===== src/design/rbs_pkg.sv =====
// ----------------------------------------------------------------------------
// rbs_pkg
// Shared types, constants and helpers for the RSA blind signature unit.
// ----------------------------------------------------------------------------
package rbs_pkg;

  localparam int unsigned WORD_WIDTH = 32;
  localparam int unsigned CNT_W      = $clog2(WORD_WIDTH);
  localparam int unsigned REG_IDX_W  = 2;

  typedef logic [WORD_WIDTH-1:0] word_t;
  typedef logic [CNT_W-1:0]      cnt_t;

  localparam cnt_t CNT_LAST = CNT_W'(WORD_WIDTH - 1);

  localparam word_t MODULUS_RST  = WORD_WIDTH'(3233);
  localparam word_t PUB_EXP_RST  = WORD_WIDTH'(17);
  localparam word_t PRIV_EXP_RST = WORD_WIDTH'(2753);

  typedef enum logic [REG_IDX_W-1:0] {
    REG_MODULUS  = 2'd0,
    REG_PUB_EXP  = 2'd1,
    REG_PRIV_EXP = 2'd2,
    REG_UNUSED   = 2'd3
  } reg_idx_e;

  typedef enum logic [1:0] {
    KIND_BLIND   = 2'd0,
    KIND_SIGN    = 2'd1,
    KIND_UNBLIND = 2'd2,
    KIND_VERIFY  = 2'd3
  } kind_e;

  typedef enum logic [3:0] {
    ST_IDLE,
    ST_RED_A,
    ST_RED_B,
    ST_POW_CHK,
    ST_POW_MUL,
    ST_POW_SQR,
    ST_INV_CHK,
    ST_INV_DIV,
    ST_INV_MUL,
    ST_INV_UPD,
    ST_FIN_MUL,
    ST_DONE
  } state_e;

  // handshake between the sequencer and a shared multi-cycle unit
  typedef struct packed {
    logic start;
  } unit_req_t;

  // (x + y) mod n for x, y < n
  function automatic word_t add_mod(word_t x, word_t y, word_t n);
    logic [WORD_WIDTH:0] s;
    s = {1'b0, x} + {1'b0, y};
    if (s >= {1'b0, n}) begin
      s = s - {1'b0, n};
    end
    return s[WORD_WIDTH-1:0];
  endfunction

endpackage


===== src/design/rbs_cell.sv =====
// ----------------------------------------------------------------------------
// rbs_cell
// One bit cell of an operand shift chain: parallel load or pass from neighbor.
// ----------------------------------------------------------------------------
module rbs_cell (
  input  logic clk_i,
  input  logic load_i,
  input  logic shift_i,
  input  logic load_bit_i,
  input  logic prev_bit_i,
  output logic bit_o
);

  logic bit_q, bit_d;

  always_comb begin
    bit_d = bit_q;
    if (load_i) begin
      bit_d = load_bit_i;
    end else if (shift_i) begin
      bit_d = prev_bit_i;
    end
  end

  always_ff @(posedge clk_i) begin
    bit_q <= bit_d;
  end

  assign bit_o = bit_q;

endmodule


===== src/design/rbs_bit_chain.sv =====
// ----------------------------------------------------------------------------
// rbs_bit_chain
// Row of bit cells; shifts toward the MSB, which is presented to the unit.
// ----------------------------------------------------------------------------
module rbs_bit_chain import rbs_pkg::*; (
  input  logic  clk_i,
  input  logic  load_i,
  input  logic  shift_i,
  input  word_t din_i,
  output logic  msb_o
);

  logic [WORD_WIDTH-1:0] bits;

  for (genvar i = 0; i < WORD_WIDTH; i++) begin : g_cell
    logic prev;
    if (i == 0) begin : g_first
      assign prev = 1'b0;
    end else begin : g_rest
      assign prev = bits[i-1];
    end
    rbs_cell u_cell (
      .clk_i      (clk_i),
      .load_i     (load_i),
      .shift_i    (shift_i),
      .load_bit_i (din_i[i]),
      .prev_bit_i (prev),
      .bit_o      (bits[i])
    );
  end

  assign msb_o = bits[WORD_WIDTH-1];

endmodule


===== src/design/rbs_mulmod.sv =====
// ----------------------------------------------------------------------------
// rbs_mulmod
// Modular multiplier, double-and-add, a doubling phase and an add phase per multiplier bit.
// ----------------------------------------------------------------------------
module rbs_mulmod import rbs_pkg::*; (
  input  logic      clk_i,
  input  logic      rst_ni,
  input  unit_req_t req_i,
  input  word_t     x_i,
  input  word_t     y_i,
  input  word_t     n_i,
  output logic      done_o,
  output word_t     prod_o
);

  word_t acc_q, acc_d;
  word_t x_q, x_d;
  cnt_t  cnt_q, cnt_d;
  logic  busy_q, busy_d;
  logic  phase_q, phase_d;
  logic  done_q, done_d;
  logic  ybit, shift;
  word_t sum;

  rbs_bit_chain u_chain (
    .clk_i   (clk_i),
    .load_i  (req_i.start),
    .shift_i (shift),
    .din_i   (y_i),
    .msb_o   (ybit)
  );

  // phase 0 doubles, phase 1 conditionally adds x
  assign sum   = add_mod(acc_q, phase_q ? x_q : acc_q, n_i);
  assign shift = busy_q & phase_q;

  always_comb begin
    acc_d   = acc_q;
    x_d     = x_q;
    cnt_d   = cnt_q;
    busy_d  = busy_q;
    phase_d = phase_q;
    done_d  = 1'b0;
    if (req_i.start) begin
      acc_d   = '0;
      x_d     = x_i;
      cnt_d   = '0;
      busy_d  = 1'b1;
      phase_d = 1'b0;
    end else if (busy_q) begin
      phase_d = ~phase_q;
      if (!phase_q || ybit) begin
        acc_d = sum;
      end
      if (phase_q) begin
        cnt_d = cnt_q + 1'b1;
        if (cnt_q == CNT_LAST) begin
          busy_d = 1'b0;
          done_d = 1'b1;
        end
      end
    end
  end

  always_ff @(posedge clk_i or negedge rst_ni) begin
    if (!rst_ni) begin
      busy_q  <= 1'b0;
      done_q  <= 1'b0;
      phase_q <= 1'b0;
      cnt_q   <= '0;
    end else begin
      busy_q  <= busy_d;
      done_q  <= done_d;
      phase_q <= phase_d;
      cnt_q   <= cnt_d;
    end
  end

  always_ff @(posedge clk_i) begin
    acc_q <= acc_d;
    x_q   <= x_d;
  end

  assign done_o = done_q;
  assign prod_o = acc_q;

endmodule


===== src/design/rbs_divider.sv =====
// ----------------------------------------------------------------------------
// rbs_divider
// Restoring shift-subtract divider, one quotient bit per cycle.
// ----------------------------------------------------------------------------
module rbs_divider import rbs_pkg::*; (
  input  logic      clk_i,
  input  logic      rst_ni,
  input  unit_req_t req_i,
  input  word_t     dividend_i,
  input  word_t     divisor_i,
  output logic      done_o,
  output word_t     quo_o,
  output word_t     rem_o
);

  word_t rem_q, rem_d;
  word_t quo_q, quo_d;
  word_t div_q, div_d;
  cnt_t  cnt_q, cnt_d;
  logic  busy_q, busy_d;
  logic  done_q, done_d;
  logic  nbit;
  logic [WORD_WIDTH:0] trial;

  rbs_bit_chain u_chain (
    .clk_i   (clk_i),
    .load_i  (req_i.start),
    .shift_i (busy_q),
    .din_i   (dividend_i),
    .msb_o   (nbit)
  );

  assign trial = {rem_q, nbit};

  always_comb begin
    rem_d  = rem_q;
    quo_d  = quo_q;
    div_d  = div_q;
    cnt_d  = cnt_q;
    busy_d = busy_q;
    done_d = 1'b0;
    if (req_i.start) begin
      rem_d  = '0;
      quo_d  = '0;
      div_d  = divisor_i;
      cnt_d  = '0;
      busy_d = 1'b1;
    end else if (busy_q) begin
      if (trial >= {1'b0, div_q}) begin
        rem_d = WORD_WIDTH'(trial - {1'b0, div_q});
        quo_d = {quo_q[WORD_WIDTH-2:0], 1'b1};
      end else begin
        rem_d = trial[WORD_WIDTH-1:0];
        quo_d = {quo_q[WORD_WIDTH-2:0], 1'b0};
      end
      cnt_d = cnt_q + 1'b1;
      if (cnt_q == CNT_LAST) begin
        busy_d = 1'b0;
        done_d = 1'b1;
      end
    end
  end

  always_ff @(posedge clk_i or negedge rst_ni) begin
    if (!rst_ni) begin
      busy_q <= 1'b0;
      done_q <= 1'b0;
      cnt_q  <= '0;
    end else begin
      busy_q <= busy_d;
      done_q <= done_d;
      cnt_q  <= cnt_d;
    end
  end

  always_ff @(posedge clk_i) begin
    rem_q <= rem_d;
    quo_q <= quo_d;
    div_q <= div_d;
  end

  assign done_o = done_q;
  assign quo_o  = quo_q;
  assign rem_o  = rem_q;

endmodule


===== src/design/rsa_blind_signature_unit.sv =====
// ----------------------------------------------------------------------------
// rsa_blind_signature_unit
// Modular arithmetic engine for blind RSA: blind, sign, unblind and verify.
// ----------------------------------------------------------------------------
// One item is worked at a time; a new item is taken once the previous one has
// left the sequencer, while its result may still wait in the output register.
// Work is done by the shared modular multiplier (operand bits fed through a
// chain of bit cells) and the shift-subtract divider. Exponentiation runs a
// multiply for each set exponent bit and a squaring for each bit position up
// to the top set bit, after a reduction of the operands. Unblind runs
// extended Euclid, with one division and one multiplication per quotient step.
// A modulus below two goes straight from idle to the done state.
module rsa_blind_signature_unit import rbs_pkg::*; (
  input  logic                 clk_i,
  input  logic                 rst_ni,
  input  logic                 cfg_we_i,
  input  logic [REG_IDX_W-1:0] cfg_addr_i,
  input  word_t                cfg_wdata_i,
  input  logic                 in_valid_i,
  output logic                 in_ready_o,
  input  logic [1:0]           kind_i,
  input  word_t                data_word_i,
  input  word_t                aux_word_i,
  output logic                 out_valid_o,
  input  logic                 out_ready_i,
  output word_t                result_word_o,
  output logic                 sig_valid_o,
  output logic                 no_inverse_o
);

  state_e state_q, state_d;
  word_t  mod_q, pub_q, priv_q;
  kind_e  kind_q;
  word_t  data_q, aux_q, a_q, b_q, acc_q, exp_q;
  word_t  r0_q, r1_q, t0_q, t1_q, q_q, rn_q, qt_q;
  word_t  res_q;
  logic   sig_q, noinv_q;
  logic   run_q;
  logic   out_valid_q;
  word_t  out_res_q;
  logic   out_sig_q, out_noinv_q;

  unit_req_t mul_req, div_req;
  word_t     mul_x, mul_y, mul_p;
  word_t     div_n, div_d, div_quo, div_rem;
  logic      mul_done, div_done;
  logic      in_xfer, out_free, small_mod, use_mul, use_div;
  word_t     q_red;

  assign in_xfer   = in_valid_i & in_ready_o;
  assign out_free  = ~out_valid_q | out_ready_i;
  assign small_mod = (mod_q[WORD_WIDTH-1:1] == '0);
  assign q_red     = (div_quo >= mod_q) ? div_quo - mod_q : div_quo;

  // configuration registers
  always_ff @(posedge clk_i or negedge rst_ni) begin
    if (!rst_ni) begin
      mod_q  <= MODULUS_RST;
      pub_q  <= PUB_EXP_RST;
      priv_q <= PRIV_EXP_RST;
    end else if (cfg_we_i) begin
      case (reg_idx_e'(cfg_addr_i))
        REG_MODULUS:  mod_q  <= cfg_wdata_i;
        REG_PUB_EXP:  pub_q  <= cfg_wdata_i;
        REG_PRIV_EXP: priv_q <= cfg_wdata_i;
        default: ;
      endcase
    end
  end

  // next state
  always_comb begin
    state_d = state_q;
    case (state_q)
      ST_IDLE: begin
        if (in_xfer) begin
          if (small_mod) begin
            state_d = ST_DONE;
          end else if (kind_e'(kind_i) == KIND_BLIND || kind_e'(kind_i) == KIND_UNBLIND) begin
            state_d = ST_RED_A;
          end else begin
            state_d = ST_RED_B;
          end
        end
      end
      ST_RED_A:   if (div_done) state_d = ST_RED_B;
      ST_RED_B: begin
        if (div_done) begin
          state_d = (kind_q == KIND_UNBLIND) ? ST_INV_CHK : ST_POW_CHK;
        end
      end
      ST_POW_CHK: begin
        if (exp_q == '0) begin
          state_d = (kind_q == KIND_BLIND) ? ST_FIN_MUL : ST_DONE;
        end else begin
          state_d = exp_q[0] ? ST_POW_MUL : ST_POW_SQR;
        end
      end
      ST_POW_MUL: if (mul_done) state_d = ST_POW_SQR;
      ST_POW_SQR: if (mul_done) state_d = ST_POW_CHK;
      ST_INV_CHK: begin
        if (r1_q != '0) begin
          state_d = ST_INV_DIV;
        end else begin
          state_d = (r0_q == word_t'(1)) ? ST_FIN_MUL : ST_DONE;
        end
      end
      ST_INV_DIV: if (div_done) state_d = ST_INV_MUL;
      ST_INV_MUL: if (mul_done) state_d = ST_INV_UPD;
      ST_INV_UPD: state_d = ST_INV_CHK;
      ST_FIN_MUL: if (mul_done) state_d = ST_DONE;
      ST_DONE:    if (out_free) state_d = ST_IDLE;
      default:    state_d = ST_IDLE;
    endcase
  end

  // unit requests and operand selection
  always_comb begin
    use_mul = 1'b0;
    use_div = 1'b0;
    mul_x   = acc_q;
    mul_y   = b_q;
    div_n   = data_q;
    div_d   = mod_q;
    case (state_q)
      ST_RED_A: begin
        use_div = 1'b1;
      end
      ST_RED_B: begin
        use_div = 1'b1;
        div_n   = (kind_q == KIND_SIGN) ? data_q : aux_q;
      end
      ST_INV_DIV: begin
        use_div = 1'b1;
        div_n   = r0_q;
        div_d   = r1_q;
      end
      ST_POW_MUL: begin
        use_mul = 1'b1;
      end
      ST_POW_SQR: begin
        use_mul = 1'b1;
        mul_x   = b_q;
      end
      ST_INV_MUL: begin
        use_mul = 1'b1;
        mul_x   = q_q;
        mul_y   = t1_q;
      end
      ST_FIN_MUL: begin
        use_mul = 1'b1;
        mul_x   = a_q;
        mul_y   = acc_q;
      end
      default: ;
    endcase
    mul_req.start = use_mul & ~run_q;
    div_req.start = use_div & ~run_q;
  end

  rbs_mulmod u_mul (
    .clk_i  (clk_i),
    .rst_ni (rst_ni),
    .req_i  (mul_req),
    .x_i    (mul_x),
    .y_i    (mul_y),
    .n_i    (mod_q),
    .done_o (mul_done),
    .prod_o (mul_p)
  );

  rbs_divider u_div (
    .clk_i      (clk_i),
    .rst_ni     (rst_ni),
    .req_i      (div_req),
    .dividend_i (div_n),
    .divisor_i  (div_d),
    .done_o     (div_done),
    .quo_o      (div_quo),
    .rem_o      (div_rem)
  );

  always_ff @(posedge clk_i or negedge rst_ni) begin
    if (!rst_ni) begin
      state_q     <= ST_IDLE;
      run_q       <= 1'b0;
      out_valid_q <= 1'b0;
    end else begin
      state_q <= state_d;
      if (mul_req.start || div_req.start) begin
        run_q <= 1'b1;
      end else if (mul_done || div_done) begin
        run_q <= 1'b0;
      end
      if (state_q == ST_DONE && out_free) begin
        out_valid_q <= 1'b1;
      end else if (out_ready_i) begin
        out_valid_q <= 1'b0;
      end
    end
  end

  // datapath
  always_ff @(posedge clk_i) begin
    case (state_q)
      ST_IDLE: begin
        kind_q  <= kind_e'(kind_i);
        data_q  <= data_word_i;
        aux_q   <= aux_word_i;
        res_q   <= '0;
        noinv_q <= 1'b0;
        sig_q   <= (kind_e'(kind_i) == KIND_VERIFY) && (data_word_i == '0);
      end
      ST_RED_A: if (div_done) a_q <= div_rem;
      ST_RED_B: begin
        if (div_done) begin
          b_q   <= div_rem;
          acc_q <= word_t'(1);
          exp_q <= (kind_q == KIND_SIGN) ? priv_q : pub_q;
          r0_q  <= mod_q;
          r1_q  <= div_rem;
          t0_q  <= '0;
          t1_q  <= word_t'(1);
        end
      end
      ST_POW_CHK: begin
        if (exp_q == '0) begin
          res_q <= (kind_q == KIND_SIGN) ? acc_q : '0;
          sig_q <= (kind_q == KIND_VERIFY) && (acc_q == data_q);
        end
      end
      ST_POW_MUL: if (mul_done) acc_q <= mul_p;
      ST_POW_SQR: begin
        if (mul_done) begin
          b_q   <= mul_p;
          exp_q <= exp_q >> 1;
        end
      end
      ST_INV_CHK: begin
        if (r1_q == '0) begin
          acc_q   <= t0_q;
          noinv_q <= (r0_q != word_t'(1));
        end
      end
      ST_INV_DIV: begin
        if (div_done) begin
          q_q  <= q_red;
          rn_q <= div_rem;
        end
      end
      ST_INV_MUL: if (mul_done) qt_q <= mul_p;
      ST_INV_UPD: begin
        // t0 - qt taken mod n; the result lies in [0, n)
        t1_q <= (t0_q >= qt_q) ? t0_q - qt_q : t0_q - qt_q + mod_q;
        t0_q <= t1_q;
        r0_q <= r1_q;
        r1_q <= rn_q;
      end
      ST_FIN_MUL: if (mul_done) res_q <= mul_p;
      ST_DONE: begin
        if (out_free) begin
          out_res_q   <= res_q;
          out_sig_q   <= sig_q;
          out_noinv_q <= noinv_q;
        end
      end
      default: ;
    endcase
  end

  assign in_ready_o    = (state_q == ST_IDLE);
  assign out_valid_o   = out_valid_q;
  assign result_word_o = out_res_q;
  assign sig_valid_o   = out_sig_q;
  assign no_inverse_o  = out_noinv_q;

  a_noinv_zero: assert property (@(posedge clk_i) disable iff (!rst_ni)
    out_valid_o && no_inverse_o |-> result_word_o == '0)
    else $error("no_inverse with nonzero result");

  a_flags_excl: assert property (@(posedge clk_i) disable iff (!rst_ni)
    out_valid_o |-> !(sig_valid_o && no_inverse_o))
    else $error("sig_valid and no_inverse both set");

  a_mul_done_run: assert property (@(posedge clk_i) disable iff (!rst_ni)
    mul_done |-> run_q)
    else $error("multiplier done without a request");

  a_div_done_run: assert property (@(posedge clk_i) disable iff (!rst_ni)
    div_done |-> run_q)
    else $error("divider done without a request");

endmodule

===== config.mk =====
export PLATFORM = sky130hd
export DESIGN_NAME = rsa_blind_signature_unit
export DESIGN_NICKNAME = d
export VERILOG_FILES = /design/src/design/rbs_pkg.sv /design/src/design/rbs_cell.sv /design/src/design/rbs_bit_chain.sv /design/src/design/rbs_mulmod.sv /design/src/design/rbs_divider.sv /design/src/design/rsa_blind_signature_unit.sv
export SDC_FILE = /design/constraint.sdc
export NUM_CORES = 2
export LEC_CHECK = 0
export BUFFER_PORTS_ARGS = -buffer_cell sky130_fd_sc_hd__buf_4
export CORE_UTILIZATION = 25
export DETAILED_ROUTE_END_ITERATION = 10
export GPL_ROUTABILITY_DRIVEN = 0
export PLACE_DENSITY = 0.37
export SLEW_MARGIN = 10
export SYNTH_ARGS = -nofsm -noshare
export SYNTH_HDL_FRONTEND = slang
export SYNTH_SLANG_ARGS = --single-unit

===== constraint.sdc =====
create_clock -name clk_i -period 9.25 [get_ports clk_i]
set_input_delay 0.925 -clock clk_i [delete_from_list [all_inputs] [get_ports clk_i]]
set_output_delay 0.925 -clock clk_i [all_outputs]
set_load 0.01 [all_outputs]

* Word-level counts from Yosys, hierarchy flattened
Index checks and enable logic that the tools add are counted.
** Word-level totals
- Flip-flop bits (word level) :: 827
** Operators by class
- Bitwise gates (word level) :: 8
- Reduce and logical (&&, ||, !) cells :: 47
- Order comparisons :: 4
- Eq/ne operators :: 34
- Muxes and demuxes :: 207
- $add $sub $neg :: 8
** Operators by type and width (number)
- $mux W32 :: 18
- $pmux W32 S2 :: 8
- $pmux W32 S3 :: 3
- $mux W1 :: 156
- $sub A32 B32 Y32 :: 4
- $logic_not A32 Y1 :: 3
- $ge A33 B32 Y1 :: 2
- $ge A32 B32 Y1 :: 2
- $mux W4 :: 12
- $pmux W4 S12 :: 1
- $add A32 B32 Y33 :: 1
- $add A32 B32 Y32 :: 1
- $eq A32 B1 Y1 const B :: 1
- $eq A32 B32 Y1 :: 1
- $ne A32 B1 Y1 const B :: 1
- $reduce_bool A32 Y1 :: 1
- $logic_not A31 Y1 :: 1
- $mux W5 :: 5
- $reduce_and A2 Y1 :: 12
- $reduce_bool A2 Y1 :: 10
- $eq A4 B3 Y1 const B :: 4
- $eq A4 B4 Y1 const B :: 4
- $ne A2 B1 Y1 const B :: 8
- $add A5 B1 Y5 const B :: 2
- 23 further kinds :: 47

* Depth between registers and ports, before layout
- Word-level depth :: 6
- Gate-level depth with buffers :: 26
- Depth with buffers taken out :: 23

* Cells and area by module
A second synthesis with hierarchy kept.
** Second synthesis, totals
- Cells, all modules :: 4256
- Area total of the unflattened synthesis :: 45762.6 um^2
** Modules (own cells, without submodules)
- rsa_blind_signature_unit :: times used 1, seq. area each 17161.5 um^2, cells each 2673, area each 30236.5 um^2
- rbs_mulmod :: times used 1, seq. area each 1801.7 um^2, cells each 741, area each 6414.9 um^2
- rbs_divider :: times used 1, seq. area each 2417.3 um^2, cells each 648, area each 5820.6 um^2
- rbs_cell :: times used 64, seq. area each 30.0 um^2, cells each 3, area each 51.3 um^2
- rbs_bit_chain :: times used 2, seq. area each 0.0 um^2, cells each 1, area each 3.8 um^2

* Least setup slack after synthesis
No wires, ideal clock.
- Kind :: reg2reg
- From :: register state_q[0]
- To :: register r0_q[0] (enable)
- Cell stages (with the launch flop) :: 7
- Arrival :: 6.581 ns
- Path slack :: 2.053 ns
- Setup time :: 0.616 ns
- Clock period less this slack :: 7.197 ns
- Path buffers :: 2
- Cells stage by stage :: dfrtp_1 clkbuf_1 inv_1 nor2_1 clkbuf_1 a21oi_1 nor2_1
** On the way
- Longest elaborated chain between the ends :: 3
** RTL lines
- from (decl) :: RTL line rsa_blind_signature_unit.sv:31 : state_e state_q, state_d;
- from (signal assigned) :: RTL line rsa_blind_signature_unit.sv:189 : state_q <= state_d;
- $eq A4 B2 Y1 or $eq A4 B4 Y1 (tied branches) :: RTL line rsa_blind_signature_unit.sv:205 : case (state_q)
- $ne A2 B1 Y1 (no line) or $reduce_bool A2 Y1 (tied branches)
- $reduce_and A2 Y1 (no line) *
- to (signal assigned) :: RTL line rsa_blind_signature_unit.sv:220 : r0_q <= mod_q;
- to (signal assigned) :: RTL line rsa_blind_signature_unit.sv:256 : r0_q <= r1_q;
- to (decl) :: RTL line rsa_blind_signature_unit.sv:35 : word_t r0_q, r1_q, t0_q, t1_q, q_q, rn_q, qt_q;
Every way passes the cells marked *; elsewhere a longest branch is shown, timed or not.
A chain may end at the register's enable or synchronous reset.

* Final worst setup path
- From :: register u_mul.phase_q
- To :: register u_mul.acc_q[1], in the netlist u_mul.prod_o[1]
** On the way
- Longest elaborated chain between the ends :: 4
** RTL lines
- from (decl) :: RTL line rbs_mulmod.sv:20 : logic phase_q, phase_d;
- from (signal assigned) :: RTL line rbs_mulmod.sv:74 : phase_q <= phase_d;
- $mux W32 :: RTL line rbs_mulmod.sv:34 : assign sum = add_mod(acc_q, phase_q ? x_q : acc_q, n_i);
- $add A32 B32 Y33 :: RTL line rbs_pkg.sv:57 : s = {1'b0, x} + {1'b0, y};
- $sub A32 B32 Y32 or $ge A33 B32 Y1 (tied branches) :: RTL line rbs_pkg.sv:59, rbs_pkg.sv:58
- $mux W32 :: RTL line rbs_pkg.sv:58 : if (s >= {1'b0, n}) begin
- to (signal assigned) :: RTL line rbs_mulmod.sv:80 : acc_q <= acc_d;
- to (decl) :: RTL line rbs_mulmod.sv:16 : word_t acc_q, acc_d;
Several ways; a longest one is shown, not always the timed one.

==> impl_metrics.toml <==
[setup_path]
crit_arrival_ps = 7750
required_ps = 9830
crit_path_start_kind = "flop"
path_class = "flop to flop"
crit_fanout = 47
worstReg2RegEnd = "u_mul.prod_o[1]$_SDFFE_PP0P_"
reg2reg_depth = 21
r2r-start = "u_mul.phase_q$_DFFE_PN0P_"
setup.worst_path.start = "u_mul.phase_q$_DFFE_PN0P_"
end_kind = "flop"
r2r_setup_slack_ps = 2090

[pwr]
p_comb_frac = 0.512
powerDensity_nw_per_um2 = 425
switchingPower_mw = 9.55
p_total_mw = 21.7
power.leakage_nw = 19.6
pwr-share-clk = 0.193
seqPwrFrac = 0.295
switching_share = 0.440
intPower_mw = 12.1
irDropWorstVdd_mv = 0.325

[sta]
finalCriticalPeriod_ps = 7160
holdWs_ps = 190
drv_slew = 0
rsz0062_at_grt = "no"
tns_ps = 0
max_freq_mhz = 140
final.setup.worst_slack_ps = 2090
fin_crit_sh = 0.774
tightest_slew_ps = 1080
final-hold-violation-count = 0
clock_skew_ps = 41.0
final-setup-viol-count = 0
slew_headroom = 0.280

[cts]
root_buffer = "clkbuf_16"
ctsResizeCount = 0
clock_sinks = 827
clk_latency_ps = 750
clockBufferDepth = 3
htreeDepth = 3
cts_tree = "yes"
cts_hold_buf = 0
path_clk_slew_ps = 60
postCtsSetupRepairBufs = 0
numCtsBuffers = 102

[hold_path]
hp-class = "input pin to async pin"

[yosys]
syn_avg_cell_area_um2 = 10.9
yosysWarnings = 0
synth-seq-cells = 827
synth_top_cell_by_area = "edfxtp_1"
netlist_area_um2 = 43800
synthFlopType = "edfxtp_1"
synth_nets = 4337
synth_top_area_frac = 0.421
ys_seq_area_frac = 0.532
yosysUniqueCellTypes = 85
syn_inst = 4031
synth_edf_count = 614
async_flop_share = 0.141
synth_area_leaders = "edfxtp_1 42%, dfrtp_1 6.0%, ha_1 5.6%"

[floorplan]
dieArea_um2 = 177000
row_count = 153
die_h_um = 420
die_w_um = 420
top_level_ports = 141
core_um2 = 174000
start_util = 0.252

[placed_design]
placed_area_um2 = 47500
pre_cts_ws_ps = 2140
io_buffers = 140
dpl.hpwl_um = 126000

[status]
outcome = "complete, no violations"

[route]
drc = 0
drt_iter0_drc = 2847
wl_per_cell_um = 25.8
firstDrtPassIters = 8
via_count = 32504
post_drt_via_cell_ratio = 4.96
ant_nets = 0
drt-total-wl_um = 169000

[cells_and_area]
area_growth_pct = 16.5
design_area_um2 = 51000
layout-drive-gt1-share = 0.130
finalNetCount = 4439

[global_routing]
grt-ovfl-total = 0
grt_use_total = 0.189
grt_max_degree = 89
grt_pass1_wl_um = 239000
grt_pass1_vias = 31812
antenna_found_initial = 7

[flow_run]
max_cap_viol_count = 0
[synth_stat cells, types with 9 or more instances]
cell type,n
edfxtp_1,614
nand2_1,498
o21ai_0,359
nor2_1,240
a21oi_1,217
ha_1,195
clkbuf_1,174
inv_1,156
mux2_2,131
xnor2_1,122
mux2i_1,118
dfrtp_1,105
a21o_1,103
dfxtp_1,96
xor2_1,77
a22oi_1,66
a22o_1,65
and3_1,56
nor4_1,48
a211oi_1,43
nand3_1,43
nand4_1,38
nor3_1,38
a221oi_1,37
nor3b_1,34
a222oi_1,32
o21a_1,31
o21bai_1,26
nor2b_1,22
a31oi_1,21
nand2b_1,20
o211ai_1,13
dfstp_2,12
o31ai_1,11
a21boi_0,10
and2_1,9
buf_1,9
[power by group through the flow]
| stage | sequential [mW] | combinational [mW] | clock [mW] |
|---|---|---|---|
| final | 6.40 | 11.1 | 4.18 |
| after global routing | 6.49 | 12.3 | 4.42 |
| after CTS | 6.41 | 11.1 | 4.30 |
| after detailed placement | 6.48 | 11.0 | 0 |
| after global placement | 6.48 | 11.1 | 0 |
| after floorplan | 5.71 | 8.36 | 0 |
[cell families (layout without fill, tap and decap cells)]
logic type,Yosys count,after routing,share of synthesized area
buffers and inverters,356,548,0.0312
adder cells (fa/ha/maj),201,201,0.0585
XOR/XNOR,199,199,0.0398
flip-flops,827,827,0.532
multiplexers,251,251,0.0612
AO/OA/AOI/OAI,1114,1114,0.165
AND/OR/NAND/NOR,1083,1083,0.112
other,0,7,0
[cell usage in the layout, fill, tap and decap left out, types with 122 or more instances in the layout]
master	count
o21ai_0	359
buf_4	195
ha_1	195
nor2_1	228
mux2_2	131
inv_1	155
nand2_1	495
edfxtp_1	614
a21oi_1	217
xnor2_1	122
[critical path, stage by stage (launching register included)]
cell	delay, ps
dfrtp_1	1010
buf_4	400
mux2_2	370
ha_1	360
a211oi_1	340
o211ai_1	150
a41oi_1	350
o21bai_1	190
a41oi_1	380
o21ai_0	280
a31o_2	320
xor2_1	180
ha_1	440
and3_1	270
nand4_1	150
nor3_1	280
nand2_1	100
nand4_1	90
or3_1	110
a311o_2	810
mux2i_1	290
a21oi_1	90
[per-stage QoR]
stage / std cells / util
3_3_place_gp: 6354 / 0.273
2_1_floorplan: 4031 / -
5_1_grt: 6548 / 0.293
6_report: 6555 / 0.293
4_1_cts: 6548 / 0.293
3_5_place_dp: 6354 / 0.273
[worst max path at each step]
stage	end	slack, ps	cells after the start
detailed placement	u_mul.prod_o[27]$_SDFFE_PP0P_	2140	21
CTS	u_mul.prod_o[27]$_SDFFE_PP0P_	2100	21
global route	u_mul.prod_o[27]$_SDFFE_PP0P_	1590	22
floorplan	r0_q[0]$_DFFE_PP_	2050	6
global placement	u_mul.prod_o[27]$_SDFFE_PP0P_	2290	21
finish	u_mul.prod_o[1]$_SDFFE_PP0P_	2090	21
[per-layer routing]
layer | global-route usage | up-vias | routed length, um
met5 | 0 | - | 13
met4 | 0.0506 | 2 | 3720
met3 | 0.0193 | 131 | 7310
met2 | 0.301 | 805 | 77400
met1 | 0.270 | 16288 | 80700
li1 | - | 15278 | -
[area by class of cell]
type / instances / area [um^2]
multi-input combinational: 2848 / 19200
inverter: 158 / 594
clock buffer: 129 / 2730
tap: 2325 / 2910
timing repair buffer: 196 / 1480
fill: 18185 / 123000
antenna: 7 / 17.5
clock inverter: 65 / 722
sequential: 827 / 23300
Power figures use the tool's default switching activity.
